## src/hw/rtl/packet_ring_byte_allocator_defines.svh

```systemverilog
// assertion macros shared by the ring allocator rtl
// no dependencies; include guard keeps a second include harmless
`ifndef PACKET_RING_BYTE_ALLOCATOR_DEFINES_SVH
`define PACKET_RING_BYTE_ALLOCATOR_DEFINES_SVH

// same-cycle implication, checked out of reset
`define PRA_ASSERT_IMPL(lbl, clk, rstn, ante, cons, msg) \
  lbl: assert property (@(posedge clk) disable iff (!rstn) (ante) |-> (cons)) else $error(msg);

// next-cycle implication, checked out of reset
`define PRA_ASSERT_NEXT(lbl, clk, rstn, ante, cons, msg) \
  lbl: assert property (@(posedge clk) disable iff (!rstn) (ante) |=> (cons)) else $error(msg);

`endif

```

## src/hw/rtl/pra_pkg.sv

```systemverilog
// types and constants of the ring byte allocator
// no dependencies; used by the register block, the core and the top level
package pra_pkg;

  // configuration register widths and reset values
  localparam int CapW      = 17;
  localparam int MinW      = 16;
  localparam int PaddrW    = 3;
  localparam int PdataW    = 32;
  localparam logic [CapW-1:0] CapReset = 17'h10000;
  localparam logic [MinW-1:0] MinReset = 16'd32;

  // register index, taken from paddr[2]
  localparam logic REG_CAPACITY  = 1'b0;
  localparam logic REG_MIN_ENTRY = 1'b1;

  typedef enum logic [1:0] {
    OP_PUSH    = 2'd0,
    OP_RELEASE = 2'd1,
    OP_NEXT    = 2'd2,
    OP_NOP     = 2'd3
  } op_e;

  typedef enum logic [1:0] {
    ST_OK    = 2'd0,
    ST_FULL  = 2'd1,
    ST_SMALL = 2'd2,
    ST_OVER  = 2'd3
  } status_e;

  typedef struct packed {
    logic [CapW-1:0] capacity;
    logic [MinW-1:0] min_entry;
  } cfg_t;

endpackage

```

## src/hw/rtl/pra_cfg_regs.sv

```systemverilog
// apb-style register block: ring capacity and minimum entry size
// depends on pra_pkg; a capacity write also pulses the ring clear
module pra_cfg_regs (
  input  logic                          clk_i,
  input  logic                          rst_ni,
  input  logic                          psel,
  input  logic                          penable,
  input  logic                          pwrite,
  input  logic [pra_pkg::PaddrW-1:0]    paddr,
  input  logic [pra_pkg::PdataW-1:0]    pwdata,
  output logic [pra_pkg::PdataW-1:0]    prdata,
  output logic                          pready,
  output pra_pkg::cfg_t                 cfg_o,
  output logic                          clear_o
);
  import pra_pkg::*;

  cfg_t cfg_q;
  logic wr_en;
  logic reg_idx;

  assign pready  = 1'b1;
  assign wr_en   = psel && penable && pwrite && pready;
  assign reg_idx = paddr[2];
  assign clear_o = wr_en && (reg_idx == REG_CAPACITY);
  assign cfg_o   = cfg_q;

  // register writes
  always_ff @(posedge clk_i or negedge rst_ni) begin
    if (!rst_ni) begin
      cfg_q.capacity  <= CapReset;
      cfg_q.min_entry <= MinReset;
    end else if (wr_en) begin
      unique case (reg_idx)
        REG_CAPACITY:  cfg_q.capacity  <= pwdata[CapW-1:0];
        REG_MIN_ENTRY: cfg_q.min_entry <= pwdata[MinW-1:0];
        default:       cfg_q.capacity  <= cfg_q.capacity;
      endcase
    end
  end

  // read data
  always_comb begin
    unique case (reg_idx)
      REG_CAPACITY:  prdata = PdataW'(cfg_q.capacity);
      REG_MIN_ENTRY: prdata = PdataW'(cfg_q.min_entry);
      default:       prdata = '0;
    endcase
  end

endmodule

```

## src/hw/rtl/pra_alloc_core.sv

```systemverilog
// ring state (begin, held bytes, tail padding) and its single-pass update
// depends on pra_pkg; outputs show the state after the presented operation
module pra_alloc_core #(
  parameter int ADDR_BITS = 16
) (
  input  logic                   clk_i,
  input  logic                   rst_ni,
  input  pra_pkg::cfg_t          cfg_i,
  input  logic                   clear_i,
  input  logic                   exec_i,
  input  pra_pkg::op_e           opcode_i,
  input  logic [ADDR_BITS:0]     byte_count_i,
  input  logic [ADDR_BITS-1:0]   entry_offset_i,
  output logic [1:0]             status_o,
  output logic [ADDR_BITS-1:0]   result_offset_o,
  output logic [ADDR_BITS-1:0]   head_offset_o,
  output logic [ADDR_BITS:0]     held_bytes_o,
  output logic [ADDR_BITS-1:0]   pad_bytes_o
);
  import pra_pkg::*;

  // working width covers the config fields and sums of three ring values
  localparam int BaseW = (ADDR_BITS > CapW) ? ADDR_BITS : CapW;
  localparam int W     = BaseW + 3;

  logic [ADDR_BITS-1:0] begin_q;
  logic [ADDR_BITS:0]   used_q;
  logic [ADDR_BITS-1:0] pad_q;

  logic [W-1:0] cap_max, cap_raw, cap;
  logic [W-1:0] begin_w, used_w, pad_w, bytes_w, entry_w, min_w;
  logic [W-1:0] uend, uend_wrap, pad_new, used_add, nb, nbp, nxt;
  logic [W-1:0] begin_d, used_d, pad_d, res;
  status_e      st;

  // effective capacity: zero or oversize means the full address space
  assign cap_max = W'(1) << ADDR_BITS;
  assign cap_raw = W'(cfg_i.capacity);
  assign cap     = ((cap_raw == '0) || (cap_raw > cap_max)) ? cap_max : cap_raw;

  assign begin_w = W'(begin_q);
  assign used_w  = W'(used_q);
  assign pad_w   = W'(pad_q);
  assign bytes_w = W'(byte_count_i);
  assign entry_w = W'(entry_offset_i);
  assign min_w   = W'(cfg_i.min_entry);

  // shared sums
  assign uend      = begin_w + used_w + pad_w;
  assign uend_wrap = uend - cap;
  assign pad_new   = cap - uend;
  assign used_add  = used_w + bytes_w;
  assign nb        = begin_w + bytes_w;
  assign nbp       = nb + pad_w;
  assign nxt       = entry_w + bytes_w;

  // operation decode and next state
  always_comb begin
    st      = ST_OK;
    res     = '0;
    begin_d = begin_w;
    used_d  = used_w;
    pad_d   = pad_w;
    case (opcode_i)
      OP_PUSH: begin
        if (bytes_w <= min_w) begin
          st = ST_SMALL;
        end else if (uend < cap) begin
          if (uend + bytes_w > cap) begin
            // skip the tail and start at offset zero
            if (used_add + pad_new > cap) begin
              st = ST_FULL;
            end else begin
              pad_d  = pad_new;
              used_d = used_add;
            end
          end else begin
            used_d = used_add;
            res    = uend;
          end
        end else begin
          // end already wrapped below the begin offset
          if (uend_wrap + bytes_w > begin_w) begin
            st = ST_FULL;
          end else begin
            used_d = used_add;
            res    = uend_wrap;
          end
        end
      end
      OP_RELEASE: begin
        if (bytes_w > used_w) begin
          st = ST_OVER;
        end else begin
          if (nbp >= cap) begin
            begin_d = nbp - cap;
            pad_d   = '0;
          end else begin
            begin_d = nb;
          end
          used_d = used_w - bytes_w;
          if (used_d == '0) begin
            begin_d = '0;
          end
        end
      end
      OP_NEXT: begin
        res = (nxt + pad_w == cap) ? '0 : nxt;
      end
      default: begin
        res = '0;
      end
    endcase
  end

  assign status_o        = st;
  assign result_offset_o = res[ADDR_BITS-1:0];
  assign head_offset_o   = begin_d[ADDR_BITS-1:0];
  assign held_bytes_o    = used_d[ADDR_BITS:0];
  assign pad_bytes_o     = pad_d[ADDR_BITS-1:0];

  // state registers
  always_ff @(posedge clk_i or negedge rst_ni) begin
    if (!rst_ni) begin
      begin_q <= '0;
      used_q  <= '0;
      pad_q   <= '0;
    end else if (clear_i) begin
      begin_q <= '0;
      used_q  <= '0;
      pad_q   <= '0;
    end else if (exec_i) begin
      begin_q <= head_offset_o;
      used_q  <= held_bytes_o;
      pad_q   <= pad_bytes_o;
    end
  end

endmodule

```

## src/hw/rtl/packet_ring_byte_allocator.sv

```systemverilog
// contiguous ring byte allocator: input register, single-pass update, result register
// flow: an accepted word waits in the input register, then its result is loaded into the result register
// throughput: one word per cycle while the result channel is not stalled, set by the single ring state update per cycle
// reset: ring empty (begin 0, held 0, padding 0), capacity 65536, min entry 32
// depends on pra_pkg, pra_cfg_regs, pra_alloc_core and the defines header
`include "packet_ring_byte_allocator_defines.svh"

module packet_ring_byte_allocator #(
  parameter int ADDR_BITS = 16
) (
  input  logic                         clk_i,
  input  logic                         rst_ni,
  // apb-style configuration port
  input  logic                         psel,
  input  logic                         penable,
  input  logic                         pwrite,
  input  logic [pra_pkg::PaddrW-1:0]   paddr,
  input  logic [pra_pkg::PdataW-1:0]   pwdata,
  output logic [pra_pkg::PdataW-1:0]   prdata,
  output logic                         pready,
  // input channel
  input  logic                         in_valid_i,
  output logic                         in_ready_o,
  input  logic [1:0]                   opcode_i,
  input  logic [ADDR_BITS:0]           byte_count_i,
  input  logic [ADDR_BITS-1:0]         entry_offset_i,
  // result channel
  output logic                         out_valid_o,
  input  logic                         out_ready_i,
  output logic [1:0]                   status_o,
  output logic [ADDR_BITS-1:0]         result_offset_o,
  output logic [ADDR_BITS-1:0]         head_offset_o,
  output logic [ADDR_BITS:0]           held_bytes_o,
  output logic [ADDR_BITS-1:0]         pad_bytes_o
);
  import pra_pkg::*;

  cfg_t                 cfg;
  logic                 ring_clear;
  logic                 advance;

  logic                 in_valid_q;
  logic [1:0]           op_q;
  logic [ADDR_BITS:0]   bytes_q;
  logic [ADDR_BITS-1:0] entry_q;

  logic [1:0]           status_d;
  logic [ADDR_BITS-1:0] result_d, head_d, pad_d;
  logic [ADDR_BITS:0]   held_d;

  logic                 out_valid_q;
  logic [1:0]           status_q;
  logic [ADDR_BITS-1:0] result_q, head_q, pad_q;
  logic [ADDR_BITS:0]   held_q;

  pra_cfg_regs u_cfg (
    .clk_i   (clk_i),
    .rst_ni  (rst_ni),
    .psel    (psel),
    .penable (penable),
    .pwrite  (pwrite),
    .paddr   (paddr),
    .pwdata  (pwdata),
    .prdata  (prdata),
    .pready  (pready),
    .cfg_o   (cfg),
    .clear_o (ring_clear)
  );

  // held word moves on when the result register is free or being drained
  assign advance    = in_valid_q && (!out_valid_q || out_ready_i);
  assign in_ready_o = !in_valid_q || advance;

  // input register
  always_ff @(posedge clk_i or negedge rst_ni) begin
    if (!rst_ni) begin
      in_valid_q <= 1'b0;
    end else if (in_ready_o) begin
      in_valid_q <= in_valid_i;
    end
  end

  always_ff @(posedge clk_i) begin
    if (in_valid_i && in_ready_o) begin
      op_q    <= opcode_i;
      bytes_q <= byte_count_i;
      entry_q <= entry_offset_i;
    end
  end

  pra_alloc_core #(
    .ADDR_BITS (ADDR_BITS)
  ) u_core (
    .clk_i           (clk_i),
    .rst_ni          (rst_ni),
    .cfg_i           (cfg),
    .clear_i         (ring_clear),
    .exec_i          (advance),
    .opcode_i        (op_e'(op_q)),
    .byte_count_i    (bytes_q),
    .entry_offset_i  (entry_q),
    .status_o        (status_d),
    .result_offset_o (result_d),
    .head_offset_o   (head_d),
    .held_bytes_o    (held_d),
    .pad_bytes_o     (pad_d)
  );

  // result register
  always_ff @(posedge clk_i or negedge rst_ni) begin
    if (!rst_ni) begin
      out_valid_q <= 1'b0;
    end else if (advance) begin
      out_valid_q <= 1'b1;
    end else if (out_ready_i) begin
      out_valid_q <= 1'b0;
    end
  end

  always_ff @(posedge clk_i) begin
    if (advance) begin
      status_q <= status_d;
      result_q <= result_d;
      head_q   <= head_d;
      held_q   <= held_d;
      pad_q    <= pad_d;
    end
  end

  assign out_valid_o     = out_valid_q;
  assign status_o        = status_q;
  assign result_offset_o = result_q;
  assign head_offset_o   = head_q;
  assign held_bytes_o    = held_q;
  assign pad_bytes_o     = pad_q;

  // checks
  `PRA_ASSERT_NEXT(a_stall_keeps_word, clk_i, rst_ni, in_valid_q && !advance, in_valid_q, "held input word lost while stalled")
  `PRA_ASSERT_NEXT(a_exec_gives_result, clk_i, rst_ni, advance, out_valid_q, "executed word produced no result")
  `PRA_ASSERT_IMPL(a_empty_head_zero, clk_i, rst_ni, out_valid_q && (held_q == '0), head_q == '0, "empty ring with nonzero head")
  `PRA_ASSERT_IMPL(a_fail_no_offset, clk_i, rst_ni, out_valid_q && (status_q != ST_OK), result_q == '0, "failed operation reports an offset")

endmodule
```

## config.mk

```make
export PLATFORM = sky130hd
export DESIGN_NAME = packet_ring_byte_allocator
export DESIGN_NICKNAME = d
export VERILOG_FILES = /design/src/hw/rtl/pra_pkg.sv /design/src/hw/rtl/pra_cfg_regs.sv /design/src/hw/rtl/pra_alloc_core.sv /design/src/hw/rtl/packet_ring_byte_allocator.sv
export VERILOG_INCLUDE_DIRS = /design/src /design/src/hw/rtl
export SDC_FILE = /design/constraint.sdc
export NUM_CORES = 1
export LEC_CHECK = 0
export BUFFER_PORTS_ARGS = -buffer_cell sky130_fd_sc_hd__buf_2
export CELL_PAD_IN_SITES_DETAIL_PLACEMENT = 1
export CELL_PAD_IN_SITES_GLOBAL_PLACEMENT = 1
export CORE_MARGIN = 2
export CORE_UTILIZATION = 45
export CTS_CLUSTER_DIAMETER = 30
export DETAILED_ROUTE_END_ITERATION = 8
export GPL_TIMING_DRIVEN = 1
export PLACE_DENSITY_LB_ADDON = 0.1
export SLEW_MARGIN = 10
export SYNTH_ARGS = -nofsm -noshare
export SYNTH_HDL_FRONTEND = slang
export SYNTH_SLANG_ARGS = --single-unit
```

## constraint.sdc

```tcl
create_clock -name clk_i -period 9.05 [get_ports clk_i]
set_input_delay 0.4525 -clock clk_i [delete_from_list [all_inputs] [get_ports clk_i]]
set_output_delay 0.4525 -clock clk_i [all_outputs]
set_load 0.02 [all_outputs]
```

==> impl_metrics.toml, run 1 <==
[logic_synthesis]
synth_cell_type_count = 93
synthTopCellsByArea = "ha_1 (18%), edfxtp_1 (15%), dfrtp_1 (10%), xnor2_1 (6.6%), a21oi_1 (4.3%)"
synth_area_leader_cell = "ha_1"
ys_warn_count = 0
synth_ff_type = "edfxtp_1"
synth_top_area_share_pct = 17.6
seq_area_frac_synth_pct = 25.6
syn-mean-instance-area_um2 = 8.87
synth-edff-count = 102
ys_ff_latch = 186
synthCells = 2275
async_reset_ff_share_pct = 45.2
syn_area_um2 = 20200

[timing]
tightest_slew_ps = 1090
fmax_ghz = 0.114
period_needed_ps = 8730
finalCritPeriodShare_pct = 96.5
hold_violations = 0
layout_setup_ws_ps = 316
setup_tns_ps = 0
setup_viol = 0
skew_ps = 14.1
relSlewSlack_pct = 26.6
drv_slew = 0

[clocking]
cts_tree = "done"
clkSinkCount = 186
clk-insertion-delay-late_ps = 510
cts_buffers = 17
cts_buffer_depth = 2
cts_root_buf = "clkbuf_16"
h-tree-depth = 4
clk_pin_slew_ps = 80

[die]
ios = 179
die_w_um = 216
initial_utilization_pct = 45.6
dieHeight_um = 216
dieArea_um2 = 46500
rows = 77
core_um2 = 44200

[routing]
first_pass_iters = 7
finalWirelength_mm = 75.2
antenna_left = 0
vias = 18619
wl_per_cell_um = 24.3
vias_per_cell = 6.02
dr.first_iter.drc_count = 1139
drc_errors = 0

[grt]
grt_pass1_vias = 19608
met1_usage_pct = 40.5
grt_max_degree = 53
grt.busiest_layer = "met2"
antenna_found_initial = 1
use_met3_pct = 3.99
grt_pass1_wl_mm = 114
grt-ovfl-total = 0
met2_usage_pct = 56.2
grt_usage_pct = 32.7

[critical_path]
cp.arrival_ps = 8990
rr_startpoint = "u_core.used_q[2]$_DFFE_PN0P_"
worstPathMaxFanout = 16
critPathLaunchType = "register"
critPathKind = "register to register"
crit_start = "u_core.used_q[2]$_DFFE_PN0P_"
worstPathRequired_ps = 9310
max_stage_delay_ps = 550
slowest_stage = "dfrtp_1"
end_kind = "register"

[layout]
fin_nets = 2880
syn_to_final_growth_pct = 13.7
drive_above_1_share_pct = 15.0
antenna_cells = 0
fill_cells = 5201
final_common_cell = "ha_1"
mostFrequentLayoutCells = "ha_1 (282), inv_1 (193), a21oi_1 (173), xnor2_1 (150), nor2_1 (150)"

[min_path]
min_from = "byte_count_i[16]"
hold_class = "input port to register"

[placement]
dp_hpwl_mm = 61.6
port_buffers = 145
place.gp.congestion = 0.913
dpl_worst_slack_ps = 15.0

[run_status]
status = "finished clean"

[job]
cap_violations = 0
-- layout make-up --
cell class / instances / area (um2) / area share [%]
Tap cell: 592 / 741 / 3.23
Timing Repair Buffer: 256 / 1680 / 7.31
Clock inverter: 9 / 91.3 / 0.398
Multi-Input combinational cell: 1835 / 14000 / 61.2
Sequential cell: 186 / 5170 / 22.5
Inverter: 194 / 729 / 3.18
Clock buffer: 23 / 478 / 2.08
-- metrics by stage --
step                      area [um2]  std cells  utilization (%)  hold slack, ps
after floorplan                20200       2289                -             157
after global placement         22300       3060             50.3             424
after detailed placement       22300       3060             50.3             427
after CTS                      22900       3093             51.7            73.7
after global routing           22900       3095             51.8            94.0
final                          22900       3095             51.8             109
-- worst max-delay path: cells and delay by family (launching register included) --
family | cells | cell delay [ps]
xor gates and xnor gates | 3 | 770
and+or+nand+nor | 8 | 970
DFF | 1 | 550
AOI/OAI and AO/OA | 18 | 3760
buffers and inverters | 3 | 560
adders and majority gates | 5 | 1860
-- registers in the layout, summed over array words and instances (netlist names), 16 cells and up --
register	count
head_offset_o	16
bytes_q	17
u_core.pad_q	16
result_offset_o	16
u_cfg.cfg_o	33
held_bytes_o	17
pad_bytes_o	16
entry_q	16
u_core.used_q	17
u_core.begin_q	16
-- path summary, 6_finish.rpt --
| kind | end | slack, ps | cells after the start |
|---|---|---|---|
| setup / recovery | pad_bytes_o[10]$_DFFE_PP_ | 320 | 37 |
| hold / removal | bytes_q[16]$_DFFE_PP_ | 110 | 1 |
| setup reg to reg | pad_bytes_o[10]$_DFFE_PP_ | 320 | 37 |
| hold reg to reg | out_valid_o$_DFFE_PN0P_ | 500 | 1 |
| max in group asynchronous | u_core.used_q[1]$_DFFE_PN0P_ | 7320 | 3 |
| min in group asynchronous | u_cfg.cfg_o[14]$_DFFE_PN0P_ | 410 | 2 |
-- Yosys cell counts, drive strengths merged, types with 39 or more instances --
| cell type | n |
|---|---|
| edfxtp | 102 |
| o21ai | 112 |
| o21a | 43 |
| nor3 | 39 |
| a21oi | 178 |
| xnor2 | 152 |
| nand2b | 52 |
| ha | 284 |
| inv | 194 |
| nand2 | 148 |
| nor2b | 39 |
| xor2 | 46 |
| clkbuf | 40 |
| dfrtp | 82 |
| a22o | 49 |
| a21o | 59 |
| nor2 | 151 |
| nand3 | 42 |
-- per-layer routing --
metal	share of wire (%)	wire, um	vias to the layer above
li1	-	-	8681
met1	43	32300	9351
met2	48	36300	453
met3	4.0	3020	132
met4	4.8	3620	2
met5	0.016	12	-
-- logic make-up (layout without fill, tap and decap cells) --
kind of cell / after synthesis / in the layout / synth area share [%]
AO/OA/AOI/OAI: 679 / 679 / 22.9
AND/OR/NAND/NOR: 585 / 585 / 14.5
adder cells (fa/ha/maj): 313 / 313 / 20.5
buffers and inverters: 268 / 482 / 5.44
XOR/XNOR: 198 / 198 / 8.60
flip-flops: 186 / 186 / 25.6
multiplexers: 44 / 44 / 2.39
other: 2 / 16 / 0.0372
-- what timing repair did --
action                     4_1_cts  5_1_grt
pin swaps                        0        1
hold endpoints to repair        31        0
resized for setup                2       13
setup buffers                    0        2
setup endpoints to repair        3       67
hold buffers                     1        0
gates cloned                     0        0
Power of run 1 is not shown: default switching activity piles up to over one toggle a cycle in this logic, so the estimate is an artifact.
==> inputs of run 2 (changes only) <==
--- a/config.mk
+++ b/config.mk
@@ -6,11 +6,10 @@
 export SDC_FILE = /design/constraint.sdc
 export NUM_CORES = 1
 export LEC_CHECK = 0
-export BUFFER_PORTS_ARGS = -buffer_cell sky130_fd_sc_hd__buf_2
+export BUFFER_PORTS_ARGS = -buffer_cell sky130_fd_sc_hd__buf_4
 export CELL_PAD_IN_SITES_DETAIL_PLACEMENT = 1
 export CELL_PAD_IN_SITES_GLOBAL_PLACEMENT = 1
-export CORE_MARGIN = 2
-export CORE_UTILIZATION = 45
+export CORE_UTILIZATION = 48
 export CTS_CLUSTER_DIAMETER = 30
 export DETAILED_ROUTE_END_ITERATION = 8
 export GPL_TIMING_DRIVEN = 1
==> run 2 against run 1 <==
Effect of this change: the run now ends with DRC left; non-clock buffer count fell by 13; critical endpoint is now held_bytes_o[1]$_DFFE_PP_; via count down 0.15%; global-route usage rose by 2.9 points; final cell count is 2.4% lower; wire length is 0.78% lower; highest routed layer is now met4; setup slack worse by 18 ps; flip-flop and latch count did not move.
==> impl_metrics.toml, run 2 (synthesis gave the netlist of run 1 again) <==
[die]
initial_utilization_pct = 49.1
dieArea_um2 = 42800
core_um2 = 41100
dieHeight_um = 207
die_w_um = 207
rows = 74
ios = 179

[timing]
tightest_slew_ps = 1130
hold_violations = 0
fmax_ghz = 0.114
drv_slew = 0
skew_ps = 15.8
relSlewSlack_pct = 23.0
period_needed_ps = 8750
finalCritPeriodShare_pct = 96.7
setup_viol = 0

[critical_path]
worstPathMaxFanout = 8
end_kind = "register"
critPathKind = "register to register"
max_stage_delay_ps = 560
cp.arrival_ps = 9010
critPathLaunchType = "register"
slowest_stage = "fa_1"
worstPathRequired_ps = 9310

[placement]
dp_hpwl_mm = 61.8
place.gp.congestion = 0.959
port_buffers = 145
placed_area_um2 = 22400

[routing]
dr.first_iter.drc_count = 1048
vias_per_cell = 6.15
vias = 18592
first_pass_iters = 9
finalWirelength_mm = 74.7
wl_per_cell_um = 24.7
antenna_left = 0
drc_errors = 6

[clocking]
cts_tree = "done"
h-tree-depth = 4
cts_buffer_depth = 2
cts_root_buf = "clkbuf_16"
clk_pin_slew_ps = 80
clkSinkCount = 186
clk-insertion-delay-late_ps = 520
cts_buffers = 17

[layout]
fill_cells = 4857
finalCoreUtilization_pct = 56.0
largest_reg_flops = 33
syn_to_final_growth_pct = 14.2
drive_above_1_share_pct = 14.4
mostFrequentLayoutCells = "ha_1 (283), buf_4 (236), inv_1 (193), a21oi_1 (174)"
final_common_cell = "ha_1"
fin_area_um2 = 23000
antenna_cells = 0
fin_nets = 2867

[grt]
grt-ovfl-total = 0
antenna_found_initial = 2
grt_pass1_wl_mm = 112
grt_pass1_vias = 19645
grt_usage_pct = 35.5
grt_max_degree = 47

[min_path]
hold_class = "input port to register"

[run_status]
violations = "DRC"
status = "finished with violations"

[job]
cap_violations = 0
==> run 2: path summary, 6_finish.rpt <==
kind | start | end | slack [ps] | depth (start not counted)
max in group asynchronous | rst_ni | u_core.used_q[1]$_DFFE_PN0P_ | 7420 | 3
min in group asynchronous | rst_ni | u_cfg.cfg_o[30]$_DFFE_PN0P_ | 470 | 2
setup reg to reg | u_core.pad_q[3]$_DFFE_PN0P_ | held_bytes_o[1]$_DFFE_PP_ | 300 | 36
hold reg to reg | in_valid_q$_DFFE_PN0N_ | out_valid_o$_DFFE_PN0P_ | 520 | 1
setup / recovery | u_core.pad_q[3]$_DFFE_PN0P_ | held_bytes_o[1]$_DFFE_PP_ | 300 | 36
hold / removal | byte_count_i[6] | bytes_q[6]$_DFFE_PP_ | 110 | 1
==> run 2: final cells by class <==
cell class              count  area, um2  share of cell area (%)
inverters                 194        729                    3.17
flip-flops and latches    186       5170                    22.4
clock inverters            14        121                   0.527
clock buffers              18        429                    1.86
multi-input cells        1835      14000                    60.9
repair buffers            243       1900                    8.26
well taps                 532        666                    2.89
==> run 2: critical path, delay by kind of cell (launching register included) <==
family | cells | cell delay [ps]
AOI/OAI and AO/OA | 18 | 3670
xor gates and xnor gates | 3 | 830
adders and majority gates | 5 | 1880
buffers and inverters | 2 | 380
DFF | 1 | 540
and+or+nand+nor | 8 | 1180
==> run 2: per-layer routing <==
layer  GRT usage, %  vias up  wire [um]
met1           42.7     9316      31100
met2           63.1      515      37200
met3           4.90      110       3450
met5              0        -          0
li1               -     8651          -
met4           15.2        0       2840
==> run 2: timing repair <==
item                                    4_1_cts  5_1_grt
endpoints found under the setup margin        0       67
hold buffers                                  1        0
endpoints found under the hold margin        37        0
resized for setup                             0        7
setup buffers                                 0        1
==> run 2: stage by stage <==
stage / cells / setup TNS [ps] / hold slack [ps] / worst slack [ps]
2_1_floorplan: 2289 / 0 / 157 / 1340
3_3_place_gp: 2988 / 0 / 470 / 336
3_5_place_dp: 2988 / 0 / 483 / 183
4_1_cts: 3021 / 0 / 80.4 / 132
5_1_grt: 3022 / -29.9 / 97.3 / -17.4
6_report: 3022 / 0 / 112 / 298
Power of run 2 is left out for the same reason.
